[config.mk]
export PLATFORM = sky130hd
export DESIGN_NAME = sliding_window_median_filter
export DESIGN_NICKNAME = d
export VERILOG_FILES = /design/src/rtl/core/swmf_pkg.sv /design/src/rtl/core/swmf_ram.sv /design/src/rtl/core/swmf_ctrl.sv /design/src/rtl/core/swmf_datapath.sv /design/src/rtl/core/sliding_window_median_filter.sv
export SDC_FILE = /design/constraint.sdc
export NUM_CORES = 1
export LEC_CHECK = 0
export ABC_CLOCK_PERIOD_IN_PS = 5800
export BUFFER_PORTS_ARGS = -buffer_cell sky130_fd_sc_hd__buf_2
export CORE_MARGIN = 4
export CORE_UTILIZATION = 45
export DETAILED_ROUTE_END_ITERATION = 6
export SYNTH_ARGS = -nofsm -noshare
export SYNTH_HDL_FRONTEND = slang
export SYNTH_SLANG_ARGS = --single-unit
[constraint.sdc]
create_clock -name clk -period 5.8 [get_ports clk]
set_clock_uncertainty 0.1 [all_clocks]
set_input_delay 0.58 -clock clk [delete_from_list [all_inputs] [get_ports clk]]
set_output_delay 0.58 -clock clk [all_outputs]
set_load 0.02 [all_outputs]
[src/rtl/core/swmf_pkg.sv]
package swmf_pkg;

  // Default sizing
  localparam int MAX_WINDOW_DEF  = 32;
  localparam int SAMPLE_BITS_DEF = 16;

  // Window length register
  localparam int         CFG_LEN_W     = 5;
  localparam logic [4:0] CFG_LEN_RESET = 5'd5;

  // Controller states
  typedef enum logic [2:0] {
    ST_IDLE,
    ST_CHECK,
    ST_READ,
    ST_DRAIN,
    ST_FINISH
  } swmf_state_t;

  // Controller to datapath
  typedef struct packed {
    logic load;        // latch the accepted item
    logic start_sort;  // clear the sort chain, point at newest sample
    logic read;        // read one window entry into the sort chain
    logic finish;      // store the sample, publish the median if any
  } swmf_cmd_t;

  // Datapath to controller
  typedef struct packed {
    logic have_result; // window holds at least L samples
    logic rd_last;     // this read is the last of the window
    logic out_busy;    // output register full and not taken this cycle
  } swmf_status_t;

endpackage

[src/rtl/core/swmf_ram.sv]
module swmf_ram #(
  parameter int WIDTH = 16,
  parameter int DEPTH = 32
) (
  input  logic                     clk,
  input  logic                     we,
  input  logic [$clog2(DEPTH)-1:0] waddr,
  input  logic [WIDTH-1:0]         wdata,
  input  logic [$clog2(DEPTH)-1:0] raddr,
  output logic [WIDTH-1:0]         rdata
);

  logic [WIDTH-1:0] mem [DEPTH];

  // One write port, registered read port
  always_ff @(posedge clk) begin
    if (we) begin
      mem[waddr] <= wdata;
    end
    rdata <= mem[raddr];
  end

endmodule

[src/rtl/core/swmf_ctrl.sv]
module swmf_ctrl (
  input  logic                  clk,
  input  logic                  rst,
  input  logic                  sample_valid,
  output logic                  sample_ready,
  input  swmf_pkg::swmf_status_t status,
  output swmf_pkg::swmf_cmd_t    cmd
);

  swmf_pkg::swmf_state_t state, state_next;

  // State register
  always_ff @(posedge clk) begin
    if (rst) begin
      state <= swmf_pkg::ST_IDLE;
    end else begin
      state <= state_next;
    end
  end

  // Next state
  always_comb begin
    state_next = state;
    unique case (state)
      swmf_pkg::ST_IDLE: begin
        if (sample_valid) state_next = swmf_pkg::ST_CHECK;
      end
      swmf_pkg::ST_CHECK: begin
        if (status.have_result) state_next = swmf_pkg::ST_READ;
        else                    state_next = swmf_pkg::ST_FINISH;
      end
      swmf_pkg::ST_READ: begin
        if (status.rd_last) state_next = swmf_pkg::ST_DRAIN;
      end
      swmf_pkg::ST_DRAIN: begin
        state_next = swmf_pkg::ST_FINISH;
      end
      swmf_pkg::ST_FINISH: begin
        // wait while a previous median still occupies the output
        if (!(status.have_result && status.out_busy)) state_next = swmf_pkg::ST_IDLE;
      end
      default: state_next = swmf_pkg::ST_IDLE;
    endcase
  end

  // Outputs
  always_comb begin
    sample_ready   = 1'b0;
    cmd            = '0;
    unique case (state)
      swmf_pkg::ST_IDLE: begin
        sample_ready = 1'b1;
        cmd.load     = sample_valid;
      end
      swmf_pkg::ST_CHECK: begin
        cmd.start_sort = status.have_result;
      end
      swmf_pkg::ST_READ: begin
        cmd.read = 1'b1;
      end
      swmf_pkg::ST_DRAIN: begin
        cmd = '0;
      end
      swmf_pkg::ST_FINISH: begin
        cmd.finish = !(status.have_result && status.out_busy);
      end
      default: cmd = '0;
    endcase
  end

endmodule

[src/rtl/core/swmf_datapath.sv]
module swmf_datapath #(
  parameter int MAX_WINDOW  = swmf_pkg::MAX_WINDOW_DEF,
  parameter int SAMPLE_BITS = swmf_pkg::SAMPLE_BITS_DEF
) (
  input  logic                                 clk,
  input  logic                                 rst,
  input  logic                                 cfg_wr_en,
  input  logic [swmf_pkg::CFG_LEN_W-1:0]       cfg_wr_data,
  input  logic signed [SAMPLE_BITS-1:0]        sample,
  input  logic                                 first_of_signal,
  input  swmf_pkg::swmf_cmd_t                  cmd,
  output swmf_pkg::swmf_status_t               status,
  output logic                                 median_valid,
  input  logic                                 median_ready,
  output logic signed [SAMPLE_BITS-1:0]        median
);

  // Longest odd window that fits
  localparam int LMAX  = (MAX_WINDOW % 2 == 1) ? MAX_WINDOW : MAX_WINDOW - 1;
  localparam int AW    = $clog2(MAX_WINDOW);
  localparam int CNT_W = $clog2(MAX_WINDOW + 1);
  localparam int CI_W  = $clog2(LMAX);

  logic [swmf_pkg::CFG_LEN_W-1:0] cfg_len;
  logic [swmf_pkg::CFG_LEN_W-1:0] len_odd;
  logic [CNT_W-1:0]               len_eff;
  logic [CNT_W-1:0]               win_len;
  logic [CNT_W-1:0]               fill_count;
  logic [CNT_W-1:0]               rd_cnt;
  logic signed [SAMPLE_BITS-1:0]  sample_hold;
  logic [AW-1:0]                  wr_pos;
  logic [AW-1:0]                  wr_pos_dec;
  logic [AW-1:0]                  rd_ptr;
  logic [AW-1:0]                  rd_ptr_dec;
  logic                           ins_valid;
  logic signed [SAMPLE_BITS-1:0]  rd_data;
  logic signed [SAMPLE_BITS-1:0]  cells [LMAX];
  logic [LMAX-1:0]                cell_valid;
  logic [LMAX-1:0]                gt;
  logic [CI_W-1:0]                mid;

  // Window length register
  always_ff @(posedge clk) begin
    if (rst) begin
      cfg_len <= swmf_pkg::CFG_LEN_RESET;
    end else if (cfg_wr_en) begin
      cfg_len <= cfg_wr_data;
    end
  end

  // Force odd, clamp to capacity
  assign len_odd = cfg_len | swmf_pkg::CFG_LEN_W'(1);
  always_comb begin
    if (int'(len_odd) > LMAX) len_eff = CNT_W'(LMAX);
    else                      len_eff = CNT_W'(len_odd);
  end

  // Item latch
  always_ff @(posedge clk) begin
    if (cmd.load) begin
      sample_hold <= sample;
      win_len     <= len_eff;
    end
  end

  // Fill count: cleared by the start flag, saturates at capacity
  always_ff @(posedge clk) begin
    if (rst) begin
      fill_count <= '0;
    end else if (cmd.load && first_of_signal) begin
      fill_count <= '0;
    end else if (cmd.finish && fill_count != CNT_W'(MAX_WINDOW)) begin
      fill_count <= fill_count + 1'b1;
    end
  end

  // Circular pointers
  assign wr_pos_dec = (wr_pos == '0) ? AW'(MAX_WINDOW - 1) : wr_pos - 1'b1;
  assign rd_ptr_dec = (rd_ptr == '0) ? AW'(MAX_WINDOW - 1) : rd_ptr - 1'b1;

  always_ff @(posedge clk) begin
    if (rst) begin
      wr_pos <= '0;
    end else if (cmd.finish) begin
      wr_pos <= (wr_pos == AW'(MAX_WINDOW - 1)) ? '0 : wr_pos + 1'b1;
    end
  end

  // Read sweep, newest sample first
  always_ff @(posedge clk) begin
    if (rst) begin
      rd_cnt    <= '0;
      ins_valid <= 1'b0;
    end else begin
      ins_valid <= cmd.read;
      if (cmd.start_sort) begin
        rd_cnt <= '0;
      end else if (cmd.read) begin
        rd_cnt <= rd_cnt + 1'b1;
      end
    end
  end

  always_ff @(posedge clk) begin
    if (cmd.start_sort) begin
      rd_ptr <= wr_pos_dec;
    end else if (cmd.read) begin
      rd_ptr <= rd_ptr_dec;
    end
  end

  // Sample history
  swmf_ram #(
    .WIDTH (SAMPLE_BITS),
    .DEPTH (MAX_WINDOW)
  ) u_ram (
    .clk   (clk),
    .we    (cmd.finish),
    .waddr (wr_pos),
    .wdata (sample_hold),
    .raddr (rd_ptr),
    .rdata (rd_data)
  );

  // Sorted cell chain: each read value is inserted in place as it arrives
  genvar i;
  generate
    for (i = 0; i < LMAX; i++) begin : g_cell
      assign gt[i] = !cell_valid[i] || (cells[i] > rd_data);

      if (i == 0) begin : g_head
        always_ff @(posedge clk) begin
          if (rst) begin
            cell_valid[i] <= 1'b0;
          end else if (cmd.start_sort) begin
            cell_valid[i] <= 1'b0;
          end else if (ins_valid && gt[i]) begin
            cell_valid[i] <= 1'b1;
          end
        end
        always_ff @(posedge clk) begin
          if (ins_valid && gt[i]) begin
            cells[i] <= rd_data;
          end
        end
      end else begin : g_body
        always_ff @(posedge clk) begin
          if (rst) begin
            cell_valid[i] <= 1'b0;
          end else if (cmd.start_sort) begin
            cell_valid[i] <= 1'b0;
          end else if (ins_valid && gt[i]) begin
            cell_valid[i] <= gt[i-1] ? cell_valid[i-1] : 1'b1;
          end
        end
        always_ff @(posedge clk) begin
          if (ins_valid && gt[i]) begin
            cells[i] <= gt[i-1] ? cells[i-1] : rd_data;
          end
        end
      end
    end
  endgenerate

  // Output register
  assign mid = CI_W'(win_len >> 1);

  always_ff @(posedge clk) begin
    if (rst) begin
      median_valid <= 1'b0;
    end else if (cmd.finish && status.have_result) begin
      median_valid <= 1'b1;
    end else if (median_ready) begin
      median_valid <= 1'b0;
    end
  end

  always_ff @(posedge clk) begin
    if (cmd.finish && status.have_result) begin
      median <= cells[mid];
    end
  end

  // Status to controller
  assign status.have_result = (fill_count >= win_len);
  assign status.rd_last     = (rd_cnt == win_len - 1'b1);
  assign status.out_busy    = median_valid && !median_ready;

endmodule

[src/rtl/core/sliding_window_median_filter.sv]
// Running median over an odd window of L samples (L from the window length register).
// Each item is checked; when it gives a result, each window entry is read from the
// history RAM into the sort chain, the chain is drained and the median published.
// One item is worked on at a time; a median waits while the output is full.
// Reset (rst, synchronous, active high): window length 5, window empty, output empty;
// history RAM contents are not cleared.
module sliding_window_median_filter #(
  parameter int MAX_WINDOW  = swmf_pkg::MAX_WINDOW_DEF,
  parameter int SAMPLE_BITS = swmf_pkg::SAMPLE_BITS_DEF
) (
  input  logic                           clk,
  input  logic                           rst,
  input  logic                           cfg_wr_en,
  input  logic [swmf_pkg::CFG_LEN_W-1:0] cfg_wr_data,
  input  logic                           sample_valid,
  output logic                           sample_ready,
  input  logic signed [SAMPLE_BITS-1:0]  sample,
  input  logic                           first_of_signal,
  output logic                           median_valid,
  input  logic                           median_ready,
  output logic signed [SAMPLE_BITS-1:0]  median
);

  swmf_pkg::swmf_cmd_t    cmd;
  swmf_pkg::swmf_status_t status;

  // Sequencer
  swmf_ctrl u_ctrl (
    .clk          (clk),
    .rst          (rst),
    .sample_valid (sample_valid),
    .sample_ready (sample_ready),
    .status       (status),
    .cmd          (cmd)
  );

  // History, sort chain and output register
  swmf_datapath #(
    .MAX_WINDOW  (MAX_WINDOW),
    .SAMPLE_BITS (SAMPLE_BITS)
  ) u_datapath (
    .clk             (clk),
    .rst             (rst),
    .cfg_wr_en       (cfg_wr_en),
    .cfg_wr_data     (cfg_wr_data),
    .sample          (sample),
    .first_of_signal (first_of_signal),
    .cmd             (cmd),
    .status          (status),
    .median_valid    (median_valid),
    .median_ready    (median_ready),
    .median          (median)
  );

endmodule

==> impl_metrics.tcl <==
set metrics [dict create \
    status "completed" \
    synth_compound_area_frac 0.1073 \
    core-area_um2 107400 \
    synthAdderAreaFrac 0.06931 \
    cp_max_fo 34 \
    drive_above_1_share 0.1787 \
    met1_length_um 56540 \
    period_share 0.7664 \
    synthCells 3914 \
    synth_ff_type "edfxtp_1" \
    syn_nets 4211 \
    cts_buffers 92 \
    synth-xor-area-share 0.003953 \
    rsz0062_at_grt "no" \
    dieWidth_um 337.1 \
    path_common_cell "buf_4" \
    worstPathRequired_ns 6.07 \
    fmax_ghz 0.2250 \
    finalCoreUtilization 0.4996 \
    cp_num_buf_inv 3 \
    clkTransAtPathRegs_ns 0.06 \
    grt_max_degree 131 \
    nFillCells 9213 \
    row_count 120 \
    syn_to_final_growth_pct 10.04 \
    dieArea_um2 113600 \
    finalSetupViolCount 0 \
    slew_headroom 0.1294 \
    synth-simple-area-share 0.1228 \
    route.met2.wl_um 67860 \
    setup.worst_path.class "register to register" \
    critPathCaptureType "register" \
    pre_cts_slack_ns 1.516 \
    postRouteAntennaNets 0 \
    synth_top_area_cell "edfxtp_1" \
    grt_pass1_wl_um 211200 \
    crit_family "compound AO/OA/AOI/OAI gates" \
    ys_seq_elements 867 \
    maxCapViolations 0 \
    grt_pass1_vias 32260 \
    yosys.area.top_type_share 0.4984 \
    viasPerCell 6.383 \
    p_total_uw 13360 \
    io_pins 45 \
    wirelength_um 143100 \
    clockRootBuffer "clkbuf_16" \
    clock_sinks 867 \
    gp_congestion 0.8897 \
    async_flop_share 0 \
    die_h_um 337.1 \
    finalMaxSlewViolations 0 \
    grt_remaining_overflow 0 \
    yosys_warnings 0 \
    hold_violations 0 \
    clock_tree.buffer_depth 3 \
    synth_top_family_by_area "multiplexers" \
    first_iter_violations 3212 \
    firstDrtPassIters 5 \
    synth.area.mux_share 0.1324 \
    synth_edf_count 809 \
    grt_usage 0.2492 \
    synth_seq_area_share 0.5223 \
    clock_latency_ns 0.70 \
    crit_chain "buf_4 -> inv_1 -> ha_1 -> nand4_1 -> a2111oi_0 -> nor3_2 -> xnor2_1 -> o31ai_2 -> buf_4" \
    drc_errors 0 \
    fin_tns_setup_ns 0 \
    cellLeakagePower_uw 0.01855 \
    post_cts_resize_count 0 \
    htreeDepth 3 \
    dp_hpwl_um 90780 \
    dp_cells 5132 \
    crit_slowest_cell "a2111oi_0" \
    min_path_type "input port to register" \
    synth_area_um2 48740 \
    wl_met3_um 10480 \
    synth_cell_types 80 \
    p_per_area_nw_per_um2 249.1 \
    fin_cells 5325 \
    cts_tree "built" \
    cpPeakStageDelay_ns 0.71 \
    dr_total_vias 33990 \
    synth_area_per_cell_um2 12.45 \
    arrival_ns 4.72 \
    topRoutingLayerUsed "met5" \
    worst_pin_slew_ns 1.304 \
    crit_path_start_kind "register" \
    setup_ws_ns 1.355 \
    antenna_found_initial 8 \
    fin_crit_ns 4.445 \
    ir_worst_vdd_mv 0.2700 \
    portBuffers 43 \
    nets 4137 \
    start_util 0.4540 \
    wire_per_inst_um 26.87 \
    synth_area_leaders "edfxtp_1, mux4_2, ha_1" \
]
## synthesized netlist by cell type, types with 10 or more instances
library cell  number
a2111oi_0         10
clkbuf_1         247
nand2b_1          30
a211oi_1          11
o211ai_1          25
and3_1           125
a311o_1           15
mux4_2           240
o2111ai_1        128
xnor2_1           14
nor3_1            31
buf_2             37
edfxtp_1         809
buf_1             27
o22ai_1           35
nand3_1          440
or4_1             11
a21o_1           133
or3_1             21
nor2b_1           37
a21oi_1          129
nor2_1           191
dfxtp_1           58
a31oi_1           20
o21ai_0          149
nand2_1          149
mux2_2            74
inv_1            189
ha_1             270
o31ai_1           10
nand4_1           53
## flip-flops by register name (all words and copies together) (netlist names)
register	count
u_datapath.cells	256
u_datapath.rd_cnt	6
u_datapath.u_ram.mem	512
u_datapath.cfg_len	4
u_datapath.u_ram.rdata	16
u_datapath.median	16
u_datapath.win_len	4
u_datapath.ins_valid	1
u_datapath.median_valid	1
u_datapath.sample_hold	16
u_datapath.rd_ptr	5
u_datapath.cell_valid	16
u_datapath.fill_count	6
u_ctrl.state	3
u_datapath.wr_pos	5
## layout by cell type (no fill, tap or decap), types with 21 or more instances in the layout
cell type / netlist / layout
mux2_2: 74 / 74
mux4_2: 240 / 240
nand2_1: 149 / 149
inv_1: 189 / 189
clkbuf_16: 0 / 95
buf_4: 1 / 85
dfxtp_1: 58 / 36
a21oi_1: 129 / 129
o211ai_1: 25 / 25
nor2b_1: 37 / 37
nor2_2: 0 / 33
nand2b_1: 30 / 30
o22ai_1: 35 / 35
a21o_1: 133 / 133
dfxtp_2: 0 / 22
clkinv_1: 9 / 26
ha_1: 270 / 270
o2111ai_1: 128 / 128
nor2_1: 191 / 158
buf_2: 37 / 43
edfxtp_1: 809 / 809
o21ai_0: 149 / 149
nor3_1: 31 / 30
and3_1: 125 / 125
nand4_1: 53 / 53
clkinv_2: 0 / 21
nand3_1: 440 / 440
or3_1: 21 / 21
## worst paths after layout
check                                                        start  slack (ns)  cells past startpoint                                 end
worst min register to register  u_datapath.cfg_len[3]$_SDFFE_PP0P_        0.34                      0     u_datapath.win_len[3]$_DFFE_PP_
worst max register to register   u_datapath.u_ram.rdata[6]$_DFF_P_        1.36                      9    u_datapath.cells[5][2]$_DFFE_PP_
worst min-delay path                                cfg_wr_data[4]        0.04                      3  u_datapath.cfg_len[4]$_SDFFE_PP0P_
worst max-delay path             u_datapath.u_ram.rdata[6]$_DFF_P_        1.36                      9    u_datapath.cells[5][2]$_DFFE_PP_
## per-stage QoR
step                      instance area [um2]  hold slack (ns)
after CTS                               53620         0.009059
after floorplan                         48740           0.3005
after detailed placement                50300           0.3229
after global placement                  50300           0.3174
after global routing                    53620          0.03845
final                                   53630          0.04258
## cell families after synthesis
group,count (synthesis)
simple gates,1154
fa+ha+maj,270
compound gates,753
mux,331
xor+xnor,22
buf+inv,517
flops,867
## final cells by class
type / instances / area (um2) / share of cell area
well taps: 1403 / 1755 / 0.03273
clock buffers: 108 / 2446 / 0.04561
repair buffers: 150 / 1124 / 0.02095
multi-input cells: 2530 / 21360 / 0.3983
flip-flops and latches: 867 / 25480 / 0.4751
clock inverters: 64 / 703.2 / 0.01311
inverters: 199 / 747.0 / 0.01393
diodes: 4 / 10.01 / 0.0001866
## per-layer routing
metal | GRT usage | up-vias
li1 | - | 15290
met1 | 0.3245 | 16900
met2 | 0.4038 | 1446
met3 | 0.04328 | 354
met4 | 0.1264 | 2
met5 | 0 | -
## timing repair
item,4_1_cts,5_1_grt
hold endpoints to repair,17,0
hold buffers,17,0
buffers inserted,0,0
## worst register-to-register path: stages, from the launching register on
cell	delay [ns]
dfxtp_2	0.31
buf_4	0.43
inv_1	0.57
ha_1	0.51
nand4_1	0.16
a2111oi_0	0.71
nor3_2	0.12
xnor2_1	0.18
o31ai_2	0.71
buf_4	0.35
## where the power goes
| part | total (uW) | switching, uW | internal [uW] |
|---|---|---|---|
| combinational | 328 | 198 | 130 |
| sequential | 6920 | 77.5 | 6840 |
| clock | 6110 | 2650 | 3460 |
Note: power is estimated with default switching activity, not from simulation.
